<file path="src/hdl/sscc_pkg.sv">
// ============================================================================
// SSCC validator package
// Shared types and constants for the SSCC check digit validator.
// ============================================================================
`default_nettype none

package sscc_pkg;

    localparam int unsigned CHAR_W      = 8;
    localparam int unsigned COUNT_W     = 5;
    localparam int unsigned DIGIT_W     = 4;
    localparam int unsigned PREFIX_W    = 32;
    localparam int unsigned VERDICT_W   = 15;
    localparam int unsigned OUT_TDATA_W = 16;

    localparam logic [COUNT_W-1:0] CODE_LEN         = 5'd20;
    localparam logic [COUNT_W-1:0] COUNT_SAT        = 5'd21;
    localparam logic [COUNT_W-1:0] ID_END_POS       = 5'd2;
    localparam logic [COUNT_W-1:0] FIRST_PREFIX_POS = 5'd3;
    localparam logic [COUNT_W-1:0] LAST_PREFIX_POS  = 5'd10;
    localparam logic [COUNT_W-1:0] FIRST_SUM_POS    = 5'd2;
    localparam logic [COUNT_W-1:0] LAST_SUM_POS     = 5'd18;

    localparam logic [CHAR_W-1:0]   CHAR_ZERO    = 8'h30;
    localparam logic [CHAR_W-1:0]   CHAR_NINE    = 8'h39;
    localparam logic [PREFIX_W-1:0] PREFIX_RESET = 32'h3426_0311;

    typedef struct packed {
        logic [CHAR_W-1:0] code;
        logic              present;
        logic              last;
    } char_beat_t;

    // The first member sits in the top bits, so err_empty ends up in bit 0.
    typedef struct packed {
        logic               all_valid;
        logic [DIGIT_W-1:0] received_check_digit;
        logic [DIGIT_W-1:0] computed_check_digit;
        logic               err_check;
        logic               err_prefix;
        logic               err_identifier;
        logic               err_characters;
        logic               err_length;
        logic               err_empty;
    } verdict_t;

    typedef struct packed {
        logic advance;
        logic emit;
    } step_ctrl_t;

endpackage

`default_nettype wire

</file>
<file path="src/hdl/sscc_in_reg.sv">
// ============================================================================
// SSCC input register
// Holds one incoming character beat until the core consumes it.
// ============================================================================
`default_nettype none

module sscc_in_reg
    import sscc_pkg::*;
(
    input  wire logic       clk,
    input  wire logic       rst_n,
    input  wire logic       in_valid,
    output logic            in_ready,
    input  wire char_beat_t in_beat,
    input  wire logic       advance,
    output logic            held_valid,
    output char_beat_t      held_beat
);

    logic       valid_reg;
    logic       valid_next;
    char_beat_t beat_reg;

    assign in_ready   = !valid_reg || advance;
    assign held_valid = valid_reg;
    assign held_beat  = beat_reg;

    always_comb
    begin
        valid_next = valid_reg;
        if (in_valid && in_ready)
        begin
            valid_next = 1'b1;
        end
        else if (advance)
        begin
            valid_next = 1'b0;
        end
    end

    always_ff @(posedge clk or negedge rst_n)
    begin
        if (!rst_n)
        begin
            valid_reg <= 1'b0;
        end
        else
        begin
            valid_reg <= valid_next;
        end
    end

    always_ff @(posedge clk)
    begin
        if (in_valid && in_ready)
        begin
            beat_reg <= in_beat;
        end
    end

endmodule

`default_nettype wire

</file>
<file path="src/hdl/sscc_core.sv">
// ============================================================================
// SSCC validation core
// Running per-code state, prefix register and the verdict logic.
// ============================================================================
`default_nettype none

module sscc_core
    import sscc_pkg::*;
(
    input  wire logic                clk,
    input  wire logic                rst_n,
    input  wire logic                cfg_write,
    input  wire logic [PREFIX_W-1:0] cfg_data,
    input  wire step_ctrl_t          ctrl,
    input  wire char_beat_t          beat,
    output verdict_t                 verdict
);

    logic [PREFIX_W-1:0] prefix_reg;
    logic [COUNT_W-1:0]  count_reg;
    logic [COUNT_W-1:0]  count_next;
    logic [DIGIT_W-1:0]  sum_reg;
    logic [DIGIT_W-1:0]  sum_next;
    logic                nondigit_reg;
    logic                nondigit_next;
    logic                id_mis_reg;
    logic                id_mis_next;
    logic                pre_mis_reg;
    logic                pre_mis_next;
    logic [DIGIT_W-1:0]  last_digit_reg;
    logic [DIGIT_W-1:0]  last_digit_next;

    logic               char_num;
    logic [DIGIT_W-1:0] digit;
    logic [2:0]         nib_idx;
    logic [DIGIT_W-1:0] want;
    logic [COUNT_W-1:0] addend;
    logic [5:0]         raw_sum;
    logic               early;
    logic [DIGIT_W-1:0] computed;

    assign char_num = (beat.code >= CHAR_ZERO) && (beat.code <= CHAR_NINE);
    assign digit    = beat.code[DIGIT_W-1:0];
    assign nib_idx  = 3'(LAST_PREFIX_POS[3:0] - count_reg[3:0]);
    assign want     = prefix_reg[{nib_idx, 2'b00} +: DIGIT_W];
    // Even positions carry weight three.
    assign addend   = count_reg[0] ? {1'b0, digit}
                                   : ({1'b0, digit} + {digit, 1'b0});
    assign raw_sum  = {2'b00, sum_reg} + {1'b0, addend};

    always_comb
    begin
        count_next      = count_reg;
        sum_next        = sum_reg;
        nondigit_next   = nondigit_reg;
        id_mis_next     = id_mis_reg;
        pre_mis_next    = pre_mis_reg;
        last_digit_next = last_digit_reg;
        if (beat.present)
        begin
            if (count_reg < COUNT_SAT)
            begin
                count_next = count_reg + 5'd1;
            end
            if (!char_num)
            begin
                nondigit_next = 1'b1;
            end
            else
            begin
                last_digit_next = digit;
                if ((count_reg < ID_END_POS) && (digit != 4'd0))
                begin
                    id_mis_next = 1'b1;
                end
                if ((count_reg >= FIRST_PREFIX_POS) && (count_reg <= LAST_PREFIX_POS)
                    && (want != digit))
                begin
                    pre_mis_next = 1'b1;
                end
                if ((count_reg >= FIRST_SUM_POS) && (count_reg <= LAST_SUM_POS))
                begin
                    if (raw_sum >= 6'd30)
                    begin
                        sum_next = 4'(raw_sum - 6'd30);
                    end
                    else if (raw_sum >= 6'd20)
                    begin
                        sum_next = 4'(raw_sum - 6'd20);
                    end
                    else if (raw_sum >= 6'd10)
                    begin
                        sum_next = 4'(raw_sum - 6'd10);
                    end
                    else
                    begin
                        sum_next = raw_sum[DIGIT_W-1:0];
                    end
                end
            end
        end
    end

    assign computed = (sum_next == 4'd0) ? 4'd0 : (4'd10 - sum_next);

    always_comb
    begin
        verdict.err_empty            = (count_next == 5'd0);
        verdict.err_length           = (count_next != CODE_LEN);
        verdict.err_characters       = nondigit_next;
        early                        = verdict.err_empty || verdict.err_length
                                       || verdict.err_characters;
        verdict.err_identifier       = !early && id_mis_next;
        verdict.err_prefix           = !early && pre_mis_next;
        verdict.err_check            = !early && (last_digit_next != computed);
        verdict.computed_check_digit = computed;
        verdict.received_check_digit = last_digit_next;
        verdict.all_valid            = !(early || verdict.err_identifier
                                       || verdict.err_prefix || verdict.err_check);
    end

    always_ff @(posedge clk or negedge rst_n)
    begin
        if (!rst_n)
        begin
            prefix_reg <= PREFIX_RESET;
        end
        else if (cfg_write)
        begin
            prefix_reg <= cfg_data;
        end
    end

    always_ff @(posedge clk or negedge rst_n)
    begin
        if (!rst_n)
        begin
            count_reg      <= '0;
            sum_reg        <= '0;
            nondigit_reg   <= 1'b0;
            id_mis_reg     <= 1'b0;
            pre_mis_reg    <= 1'b0;
            last_digit_reg <= '0;
        end
        else if (ctrl.emit)
        begin
            count_reg      <= '0;
            sum_reg        <= '0;
            nondigit_reg   <= 1'b0;
            id_mis_reg     <= 1'b0;
            pre_mis_reg    <= 1'b0;
            last_digit_reg <= '0;
        end
        else if (ctrl.advance)
        begin
            count_reg      <= count_next;
            sum_reg        <= sum_next;
            nondigit_reg   <= nondigit_next;
            id_mis_reg     <= id_mis_next;
            pre_mis_reg    <= pre_mis_next;
            last_digit_reg <= last_digit_next;
        end
    end

endmodule

`default_nettype wire

</file>
<file path="src/hdl/sscc_out_reg.sv">
// ============================================================================
// SSCC result register
// Holds one verdict beat until the downstream side takes it.
// ============================================================================
`default_nettype none

module sscc_out_reg
    import sscc_pkg::*;
(
    input  wire logic     clk,
    input  wire logic     rst_n,
    input  wire logic     load,
    input  wire verdict_t verdict_in,
    output logic          out_valid,
    input  wire logic     out_ready,
    output logic          out_free,
    output verdict_t      verdict_out
);

    logic     valid_reg;
    logic     valid_next;
    verdict_t data_reg;

    assign out_free    = !valid_reg || out_ready;
    assign out_valid   = valid_reg;
    assign verdict_out = data_reg;

    always_comb
    begin
        valid_next = valid_reg;
        if (load)
        begin
            valid_next = 1'b1;
        end
        else if (out_ready)
        begin
            valid_next = 1'b0;
        end
    end

    always_ff @(posedge clk or negedge rst_n)
    begin
        if (!rst_n)
        begin
            valid_reg <= 1'b0;
        end
        else
        begin
            valid_reg <= valid_next;
        end
    end

    always_ff @(posedge clk)
    begin
        if (load)
        begin
            data_reg <= verdict_in;
        end
    end

endmodule

`default_nettype wire

</file>
<file path="src/hdl/sscc_code_validator.sv">
// ============================================================================
// SSCC code validator
// Checks a streamed 20-digit SSCC: length, digits, AI 00, prefix, check digit.
// ============================================================================
//
//  Channel   Direction  Width  Contents
//  s_axis    in         8+1+1  character byte, present flag (tuser), end (tlast)
//  m_axis    out        16     one verdict beat per code
//  cfg       in         32     company prefix, packed BCD
//
// One character beat is taken every cycle unless the input is stalled; each beat
// waits in the input register and is folded into the running state as it leaves.
// The verdict is loaded into the result register at the edge at which the last
// beat leaves the input register.
// A last beat waits in the input register while a verdict is held downstream,
// and the character input stalls behind it.
// Reset clears all per-code state and loads the default prefix.
//
`default_nettype none

module sscc_code_validator
    import sscc_pkg::*;
(
    input  wire logic                   clk,
    input  wire logic                   rst_n,
    input  wire logic                   s_axis_tvalid,
    output logic                        s_axis_tready,
    input  wire logic [CHAR_W-1:0]      s_axis_tdata,  // char_code
    input  wire logic                   s_axis_tlast,  // is_last
    input  wire logic                   s_axis_tuser,  // char_present
    output logic                        m_axis_tvalid,
    input  wire logic                   m_axis_tready,
    // err_empty, err_length, err_characters, err_identifier, err_prefix,
    // err_check, computed_check_digit[3:0], received_check_digit[3:0],
    // all_valid, one zero pad bit
    output logic [OUT_TDATA_W-1:0]      m_axis_tdata,
    input  wire logic                   cfg_valid,
    output logic                        cfg_ready,
    input  wire logic [PREFIX_W-1:0]    cfg_data
);

    char_beat_t in_beat;
    char_beat_t held_beat;
    logic       held_valid;
    logic       out_free;
    step_ctrl_t ctrl;
    verdict_t   verdict;
    verdict_t   verdict_out;

    assign in_beat.code    = s_axis_tdata;
    assign in_beat.present = s_axis_tuser;
    assign in_beat.last    = s_axis_tlast;

    assign ctrl.advance = held_valid && (!held_beat.last || out_free);
    assign ctrl.emit    = ctrl.advance && held_beat.last;

    assign cfg_ready    = 1'b1;
    assign m_axis_tdata = {{(OUT_TDATA_W - VERDICT_W){1'b0}}, verdict_out};

    sscc_in_reg u_in_reg (
        .clk        (clk),
        .rst_n      (rst_n),
        .in_valid   (s_axis_tvalid),
        .in_ready   (s_axis_tready),
        .in_beat    (in_beat),
        .advance    (ctrl.advance),
        .held_valid (held_valid),
        .held_beat  (held_beat)
    );

    sscc_core u_core (
        .clk       (clk),
        .rst_n     (rst_n),
        .cfg_write (cfg_valid && cfg_ready),
        .cfg_data  (cfg_data),
        .ctrl      (ctrl),
        .beat      (held_beat),
        .verdict   (verdict)
    );

    sscc_out_reg u_out_reg (
        .clk         (clk),
        .rst_n       (rst_n),
        .load        (ctrl.emit),
        .verdict_in  (verdict),
        .out_valid   (m_axis_tvalid),
        .out_ready   (m_axis_tready),
        .out_free    (out_free),
        .verdict_out (verdict_out)
    );

endmodule

`default_nettype wire

</file>
<file path="config.mk">
export PLATFORM = sky130hd
export DESIGN_NAME = sscc_code_validator
export DESIGN_NICKNAME = d
export VERILOG_FILES = /design/src/hdl/sscc_pkg.sv /design/src/hdl/sscc_in_reg.sv /design/src/hdl/sscc_core.sv /design/src/hdl/sscc_out_reg.sv /design/src/hdl/sscc_code_validator.sv
export SDC_FILE = /design/constraint.sdc
export NUM_CORES = 1
export LEC_CHECK = 0
export ABC_AREA = 0
export BUFFER_PORTS_ARGS = -buffer_cell sky130_fd_sc_hd__buf_4
export CORE_UTILIZATION = 40
export DETAILED_ROUTE_END_ITERATION = 6
export GPL_TIMING_DRIVEN = 0
export PLACE_DENSITY_LB_ADDON = 0.05
export SLEW_MARGIN = 20
export SYNTH_ARGS = -nofsm -noshare
export SYNTH_HDL_FRONTEND = slang
export SYNTH_SLANG_ARGS = --single-unit
</file>
<file path="constraint.sdc">
create_clock -name clk -period 5.75 [get_ports clk]
set_clock_uncertainty 0.05 [all_clocks]
set_input_delay 1.15 -clock clk [delete_from_list [all_inputs] [get_ports clk]]
set_output_delay 1.15 -clock clk [all_outputs]
set_load 0.02 [all_outputs]
</file>
# Word level (Yosys, flattened, before mapping)
# Index checks and enable logic that the tools add are counted.
dict set report word_totals {
  output_inout_bits 19
  ff_bits 75
  inputBits 47
  wordCells 110
}
dict set report classes {
  shift 1
  muxes 36
  addsub 8
  n_reduce_logical 30
  order_cmp 11
  n_eq_ne 3
}
# operator n
set ops {}
lappend ops {{4-bit 2-to-1 mux} 13}
lappend ops {{32-bit by 6-bit indexed part select with 4-bit output} 1}
lappend ops {{5-bit 2-to-1 mux} 5}
lappend ops {{1-bit 2-to-1 mux} 18}
lappend ops {{6-bit by 5-bit greater-or-equal comparator with 1-bit output (second input constant)} 2}
lappend ops {{1-bit logical AND} 11}
lappend ops {{5-bit by 2-bit greater-or-equal comparator with 1-bit output (second input constant)} 2}
lappend ops {{8-bit by 6-bit greater-or-equal comparator with 1-bit output (second input constant)} 1}
lappend ops {{8-bit by 6-bit less-or-equal comparator with 1-bit output (second input constant)} 1}
lappend ops {{1-bit logical OR} 8}
lappend ops {{4-bit != test} 2}
lappend ops {{4-bit subtractor (second input constant)} 2}
lappend ops {{4-bit by 5-bit adder with 6-bit output} 1}
lappend ops {{6-bit by 4-bit greater-or-equal comparator with 1-bit output (second input constant)} 1}
lappend ops {{2-bit nonzero test} 3}
lappend ops {{4-bit by 5-bit adder with 5-bit output} 1}
lappend ops {{5-bit by 1-bit adder with 5-bit output (second input constant)} 1}
lappend ops {{5-bit by 4-bit less-or-equal comparator with 1-bit output (second input constant)} 1}
lappend ops {{5-bit less-or-equal comparator (second input constant)} 1}
lappend ops {{1-bit logical NOT} 5}
lappend ops {{5-bit logical NOT} 1}
lappend ops {{5-bit by 2-bit less-than comparator with 1-bit output (second input constant)} 1}
lappend ops {{5-bit less-than comparator (second input constant)} 1}
lappend ops {{5-bit != test (second input constant)} 1}
lappend ops {{5 further kinds} 5}

# Logic depth before layout (Yosys ltp)
# Gate-level depths: netlist of run 1.
dict set report logic_depth {
  depth_word 16
  mapped_depth 23
  depth_no_buf 23
}

# Hierarchy
# A second synthesis of run 1 with hierarchy kept.
dict set report hier_totals {
  cells_unflattened 394
  area_unflattened_um2 4529.3
}
# module cells_each instances area_each_um2 seq_area_each_um2
set modules_own_cells {}
lappend modules_own_cells {sscc_core 355 1 3636.0 1213.7}
lappend modules_own_cells {sscc_out_reg 18 1 498.0 475.5}
lappend modules_own_cells {sscc_in_reg 14 1 354.1 325.3}
lappend modules_own_cells {sscc_code_validator 7 1 41.3 0.0}

# Worst setup path after synthesis of run 1
# OpenSTA, ideal clock, no wires.
dict set report synth_path {
  kind {register -> register}
  startpoint {reg u_core.count_reg[0]}
  endpoint {reg u_out_reg.data_reg, in the netlist u_out_reg.verdict_out[5], data pin}
  path_stages_with_launch 21
  period_less_slack_ns 5.124
  path_buffers 2
  arrival_ns 4.804
  setup_time_ns 0.270
  required_ns 5.430
  slack_ns 0.626
  path_cell_list {dfrtp_1 > buf_4 > buf_1 > mux2_2 > fa_1 > xor2_1 > ha_1 > or4b_1 > o211a_1 > nand2_1 > nand3b_1 > mux2i_1 > xnor2_1 > mux2_2 > ha_1 > or2_1 > nor2_1 > a221oi_1 > o221ai_1 > a211oi_1 > a31oi_1}
}
# element line_no
set synth_rtl {}
lappend synth_rtl {{start: declaration} sscc_core.sv:20} ;# logic [COUNT_W-1:0] count_reg;
lappend synth_rtl {{start signal: assignment} sscc_core.sv:156} ;# count_reg <= count_next;
lappend synth_rtl {{end signal: assignment} sscc_out_reg.sv:57} ;# data_reg <= verdict_in;
lappend synth_rtl {{end: declaration} sscc_out_reg.sv:22} ;# verdict_t data_reg;

==> impl_metrics.py, run 1 <==
metrics = {
    "critical_path": {
        "cp.required_ns": 5.80,
        "worstPathMaxFanout": 8,
        "crit_type": "flop to flop",
        "worst-path-buf-inv": 0,
        "startpoint_type": "flop",
        "r2r_slack_ns": 0.32,
        "rr_worst_depth": 20,
        "crit_end": "u_out_reg.verdict_out[5]",
        "cpMostUsedCell": "ha_1",
        "startpoint": "u_in_reg.held_beat[2]",
        "arrival_ns": 5.48,
        "cpLargestDelayFamily": "adder cells",
        "worst_path_max_delay_cell": "edfxtp_1",
        "slowest_delay_ns": 0.47,
        "r2r-end": "u_out_reg.verdict_out[5]",
        "r2r-start": "u_in_reg.held_beat[2]",
        "worstPathCellList": "ha_1, fa_1, mux2_2, ha_2, xor2_2, ha_1, or4bb_1, o211ai_1, a211o_1, nand3b_1, mux2i_1, xnor2_1, mux2_2, ha_1, or2_1, nor2_1, a221oi_1, o221ai_1, a211oi_2, a31oi_1",
        "cp.depth": 20,
        "critPathCaptureType": "flop",
    },
    "logic_synthesis": {
        "synth_common_cells": "dfrtp_1, mux2_2, nand2_1, edfxtp_1, o21ai_0",
        "ys_seq_area_share_pct": 45.9,
        "synth_top_area_cell": "dfrtp_1",
        "yosysUniqueCellTypes": 68,
        "synth_edf_count": 25,
        "synth-seq-cells": 75,
        "async_flop_share_pct": 66.7,
        "syn_avg_cell_area_um2": 11.5,
        "synth_top_area_share_pct": 22.8,
        "ys_top_cells_by_area": "dfrtp_1, edfxtp_1, mux2_2",
        "synth_ff_type": "dfrtp_1",
        "synth_area_um2": 4390,
        "yosysMostFrequentCell": "dfrtp_1",
        "yosys_warnings": 0,
        "syn_nets": 453,
        "syn_inst": 382,
    },
    "floorplan": {
        "chipWidth_um": 107,
        "num_io_pins": 66,
        "die_h_um": 107,
        "core.rowCount": 37,
        "core_um2": 10500,
        "dieArea_um2": 11400,
        "start_util_pct": 41.9,
    },
    "global_route": {
        "grt_pass1_wl_mm": 15.6,
        "track_usage_pct": 17.6,
        "grt_pass1_vias": 3125,
        "globalRouteOverflowTotal": 0,
        "grt_max_degree": 51,
        "grt_antenna_before_repair": 0,
    },
    "cells_and_area": {
        "nets": 528,
        "antenna_cells": 0,
        "drive_gt1_share_pct": 32.9,
        "largest_reg_flops": 32,
        "fillerInstances": 1005,
        "syn_to_final_growth_pct": 20.1,
    },
    "cts": {
        "cts_buffers": 9,
        "path_clk_slew_ns": 0.09,
        "cts.sinks": 75,
        "clk_latency_ns": 0.34,
        "ctsLongestPathBuffers": 2,
        "htreeDepth": 3,
        "cts_tree": "built",
        "holdBufCountCts": 0,
        "cts-root-buf": "clkbuf_8",
    },
    "power_and_ir_drop": {
        "peakVddDrop_uv": 132,
        "swShare_pct": 30.1,
        "comb_power_share_pct": 25.7,
        "pwr-share-clk_pct": 29.7,
        "p_int_uw": 968,
        "power_switching_uw": 417,
        "pwr_density_cell_nw_per_um2": 263,
        "seq_power_share_pct": 44.6,
        "p_leak_nw": 2.30,
    },
    "timing": {
        "period_needed_ns": 5.43,
        "setup_viol": 0,
        "post-route-period-util_pct": 94.5,
        "hold_violations": 0,
        "tightest_slew_ns": 0.649,
        "drv_slew": 0,
        "fmax_ghz": 0.184,
        "hold_ws_ns": 0.435,
        "setup_ws_ns": 0.319,
        "slew_headroom_pct": 56.4,
    },
    "detailed_routing": {
        "wire_per_inst_um": 15.3,
        "drtIter0Drc": 108,
        "dr.pass1.iters": 4,
        "vias": 3149,
        "ant_nets": 0,
        "wl_mm": 9.12,
        "avgViaCountPerCell": 5.27,
        "drc": 0,
    },
    "placed_design": {
        "place_hpwl_mm": 6.97,
        "portBuffers": 62,
        "place_congestion": 0.831,
        "pre_cts_slack_ns": -0.157,
    },
    "worst_hold_path": {
        "hp-class": "flop to flop",
    },
    "flow_run": {
        "maxCapViolCount": 0,
    },
    "status": {
        "status": "finished clean",
    },
}
[what timing repair did]
action | in CTS | in global routing
gates resized for setup | 0 | 5
gates cloned | 0 | 0
setup buffers | 0 | 3
setup endpoints to repair | 2 | 4
[metrics by stage]
step	TNS [ns]	power, mW	utilization (%)	cells	instance area [µm²]
floorplan	0	0.877	-	382	4390
global placement	-0.167	0.979	48.0	580	5020
detailed placement	-0.272	0.986	48.0	580	5020
CTS	0	1.40	49.9	595	5220
global route	-0.0101	1.47	50.4	598	5270
finish	0	1.38	50.4	598	5270
[cell families after synthesis]
| family | Yosys count | synth area share, % |
|---|---|---|
| other | 2 | 0.171 |
| adders and majority gates | 24 | 7.19 |
| AOI/OAI and AO/OA | 80 | 12.4 |
| and+or+nand+nor | 99 | 12.5 |
| xor gates and xnor gates | 14 | 2.79 |
| buffers and inverters | 35 | 3.28 |
| muxes | 53 | 15.8 |
| DFF | 75 | 45.9 |
[per-layer routing]
layer	track usage (%)	vias up	wire length, µm	share of wire [%]
li1	-	1551	-	-
met1	23.6	1531	4330	47
met5	0	-	0	0
met3	3.59	5	362	4.0
met4	5.48	0	63	0.69
met2	28.8	62	4370	48
[layout make-up]
type | instances | area (µm²) | share of cell area (%)
clock inverter | 7 | 75.1 | 1.42
clock buffer | 9 | 124 | 2.35
inverter | 20 | 75.1 | 1.42
tap | 136 | 170 | 3.23
timing repair buffer | 65 | 488 | 9.26
buffer | 14 | 65.1 | 1.23
sequential | 75 | 2010 | 38.2
multi-input combinational | 272 | 2260 | 42.9
[worst min-delay path by stage]
stage / from / depth (start not counted) / slack, ns / end
2_1_floorplan: u_core.last_digit_reg[0] / 2 / 0.40 / u_core.last_digit_reg[0]
3_3_place_gp: u_core.last_digit_reg[2] / 2 / 0.41 / u_core.last_digit_reg[2]
3_5_place_dp: u_core.last_digit_reg[2] / 2 / 0.42 / u_core.last_digit_reg[2]
4_1_cts: u_core.last_digit_reg[2] / 2 / 0.44 / u_core.last_digit_reg[2]
5_1_grt: u_core.last_digit_reg[0] / 2 / 0.48 / u_core.last_digit_reg[0]
6_report: u_core.last_digit_reg[2] / 2 / 0.44 / u_core.last_digit_reg[2]
[tightest hold or removal path: stages, from the launching register on]
cell and delay [ns]:
dfrtp_1 0.35, nand2_1 0.04, o21ai_0 0.06
[cell usage in the layout, fill, tap and decap left out, types with 8 or more instances in the layout]
cell / count
edfxtp_1: 25
nand2_1: 29
mux2_2: 36
clkbuf_8: 9
dfrtp_1: 40
xnor2_1: 10
inv_1: 19
ha_1: 21
nor2_1: 21
mux4_2: 8
a21oi_1: 11
buf_4: 68
dfstp_2: 10
o21ai_0: 24
[power groups by stage]
stage	Sequential [mW]	Clock (mW)	Combinational, mW
6_report	0.618	0.412	0.355
5_1_grt	0.623	0.447	0.397
4_1_cts	0.619	0.427	0.357
3_5_place_dp	0.629	0	0.356
3_3_place_gp	0.628	0	0.351
2_1_floorplan	0.629	0	0.248
(Power assumes the default switching activity.)
==> run 2, diff against run 1 <==
- BUFFER_PORTS_ARGS: -buffer_cell sky130_fd_sc_hd__buf_4 -> default
- CORE_ASPECT_RATIO: default -> 1.2
- CTS_BUF_LIST: default -> sky130_fd_sc_hd__clkbuf_2 sky130_fd_sc_hd__clkbuf_4 sky130_fd_sc_hd__clkbuf_8
- DONT_BUFFER_PORTS: default -> 1
==> run 2 against run 1 <==
The flow now finishes with violations (design-rule violations). First-iteration DRC count is 2.8% higher. Routed wire length fell by 2.1%. Design area shrank 8.7%. Final cell count down 12%. Clock power up 7.3%. Combinational power fell by 12%. Count of clock-buffer cells in the layout up 2. Sequential share of layout area is 3.7 points higher. Register-to-register slack improved by 0.04 ns. Critical path depth unchanged. Core utilization shrank 5.1 points. Setup slack improved by 0.045 ns. Critical path type unchanged. Critical endpoint unchanged. Largest cell class unchanged. Largest power group unchanged.
==> impl_metrics.py, run 2 (synthesized netlist as in run 1, its figures left out) <==
metrics = {
    "timing": {
        "fmax_ghz": 0.186,
        "post-route-period-util_pct": 93.7,
        "tightest_slew_ns": 0.696,
        "rsz0062_at_grt": "false",
        "hold_violations": 0,
        "period_needed_ns": 5.39,
        "slew_headroom_pct": 53.2,
        "drv_slew": 0,
        "setup_ws_ns": 0.363,
        "setup_viol": 0,
    },
    "cts": {
        "path_clk_slew_ns": 0.08,
        "clk_latency_ns": 0.35,
        "cts.sinks": 75,
        "htreeDepth": 3,
        "cts_buffers": 9,
        "cts_tree": "built",
        "ctsLongestPathBuffers": 2,
        "cts-root-buf": "clkbuf_8",
    },
    "cells_and_area": {
        "register_area_um2": 2010,
        "drive_gt1_share_pct": 22.3,
        "final_cell_mix": "dfrtp_1, mux2_2, nand2_1",
        "fillerInstances": 982,
        "multi_input_area_um2": 2260,
        "largest_reg_flops": 32,
        "nets": 465,
        "post-route-util_pct": 45.3,
        "antenna_cells": 0,
        "syn_to_final_growth_pct": 9.64,
        "final_common_cell": "dfrtp_1",
    },
    "power_and_ir_drop": {
        "seq_power_share_pct": 45.4,
        "power_switching_uw": 385,
        "pwr-share-clk_pct": 32.1,
        "p_leak_nw": 2.00,
        "p_int_uw": 994,
        "pwr_density_cell_nw_per_um2": 287,
        "peakVddDrop_uv": 159,
        "comb_power_share_pct": 22.6,
        "swShare_pct": 27.9,
    },
    "detailed_routing": {
        "drtIter0Drc": 111,
        "wl_mm": 8.93,
        "dr.pass1.iters": 6,
        "wl_met3_um": 492,
        "ant_nets": 0,
        "wl_met2_mm": 4.52,
        "top_layer": "met4",
        "drc": 8,
        "avgViaCountPerCell": 5.48,
        "m1WireLength_mm": 3.81,
        "wire_per_inst_um": 16.9,
        "vias": 2893,
    },
    "global_route": {
        "grt_pass1_wl_mm": 14.6,
        "grt_antenna_before_repair": 0,
        "track_usage_pct": 16.8,
        "grt_pass1_vias": 2914,
        "globalRouteOverflowTotal": 0,
        "grt_max_degree": 51,
    },
    "worst_hold_path": {
        "hp-class": "input pin to asynchronous set/reset pin",
    },
    "floorplan": {
        "chipWidth_um": 97.6,
        "core.rowCount": 41,
        "start_util_pct": 41.3,
        "core_um2": 10600,
        "dieArea_um2": 11400,
        "num_io_pins": 66,
        "die_h_um": 117,
    },
    "critical_path": {
        "arrival_ns": 5.43,
        "critPathCaptureType": "flop",
        "crit_type": "flop to flop",
        "worstPathMaxFanout": 8,
        "rr_worst_depth": 20,
        "cp.required_ns": 5.79,
        "startpoint_type": "flop",
    },
    "status": {
        "failed_checks": "design-rule violations",
        "status": "finished, violations left",
    },
    "placed_design": {
        "pre_cts_slack_ns": -0.206,
        "portBuffers": 0,
        "place_hpwl_mm": 6.96,
        "place_congestion": 0.795,
    },
    "flow_run": {
        "maxCapViolCount": 0,
    },
}
[run 2: metrics by stage]
step | instance area (µm²) | hold WS (ns) | setup TNS, ns | power, mW | instances
6_report | 4810 | 0.439 | 0 | 1.38 | 528
5_1_grt | 4810 | 0.413 | 0 | 1.45 | 528
4_1_cts | 4760 | 0.417 | 0 | 1.39 | 526
3_5_place_dp | 4550 | 0.422 | -0.378 | 0.947 | 511
3_3_place_gp | 4550 | 0.416 | -0.298 | 0.942 | 511
2_1_floorplan | 4390 | 0.400 | 0 | 0.877 | 382
[run 2: area by class of cell]
type                            count  area share [%]
Inverter                           20            1.56
Tap cell                          129            3.36
Clock buffer                       11            2.89
Buffer                             14            1.35
Sequential cell                    75            41.9
Timing Repair Buffer                2           0.312
Clock inverter                      5            1.61
Multi-Input combinational cell    272            47.0
[run 2: worst max-delay path, cell delays in order (launching register included)]
cell,delay [ns]
edfxtp_1,0.46
ha_1,0.27
fa_1,0.43
mux2_2,0.29
ha_4,0.33
xor2_4,0.23
ha_1,0.24
or4b_1,0.44
o211a_1,0.25
nand2_1,0.12
nand3b_1,0.08
mux2i_1,0.19
xnor2_1,0.14
mux2_2,0.30
ha_1,0.32
or2_1,0.14
nor2_1,0.05
a221oi_1,0.22
o221ai_1,0.16
a211oi_1,0.29
a31oi_1,0.12
[run 2: worst paths after layout]
kind	from	slack (ns)	to
worst min register to register	u_core.last_digit_reg[2]	0.44	u_core.last_digit_reg[2]
worst max register to register	u_in_reg.held_beat[2]	0.36	u_out_reg.verdict_out[5]
min in group clk	u_core.last_digit_reg[2]	0.44	u_core.last_digit_reg[2]
worst min-delay path	rst_n	0.44	u_core.count_reg[4]
worst max-delay path	u_in_reg.held_beat[2]	0.36	u_out_reg.verdict_out[5]
max in group asynchronous	rst_n	5.01	u_core.prefix_reg[0]
[run 2: per-layer routing]
metal	global-route usage, %	vias up
met5	0	-
met4	6.87	0
met3	5.03	6
met2	29.9	64
met1	19.0	1412
li1	-	1411
[run 2: power by group through the flow]
stage          sequential [mW]  combinational, mW  clock [mW]
2_1_floorplan            0.629              0.248           0
3_3_place_gp             0.636              0.307           0
3_5_place_dp             0.637              0.310           0
4_1_cts                  0.626              0.309       0.460
5_1_grt                  0.632              0.346       0.476
6_report                 0.626              0.311       0.442
[run 2: timing repair]
item | in CTS | in global routing
hold buffers | 0 | 0
endpoints found under the setup margin | 2 | 3
setup buffers | 0 | 2
resized for setup | 0 | 5
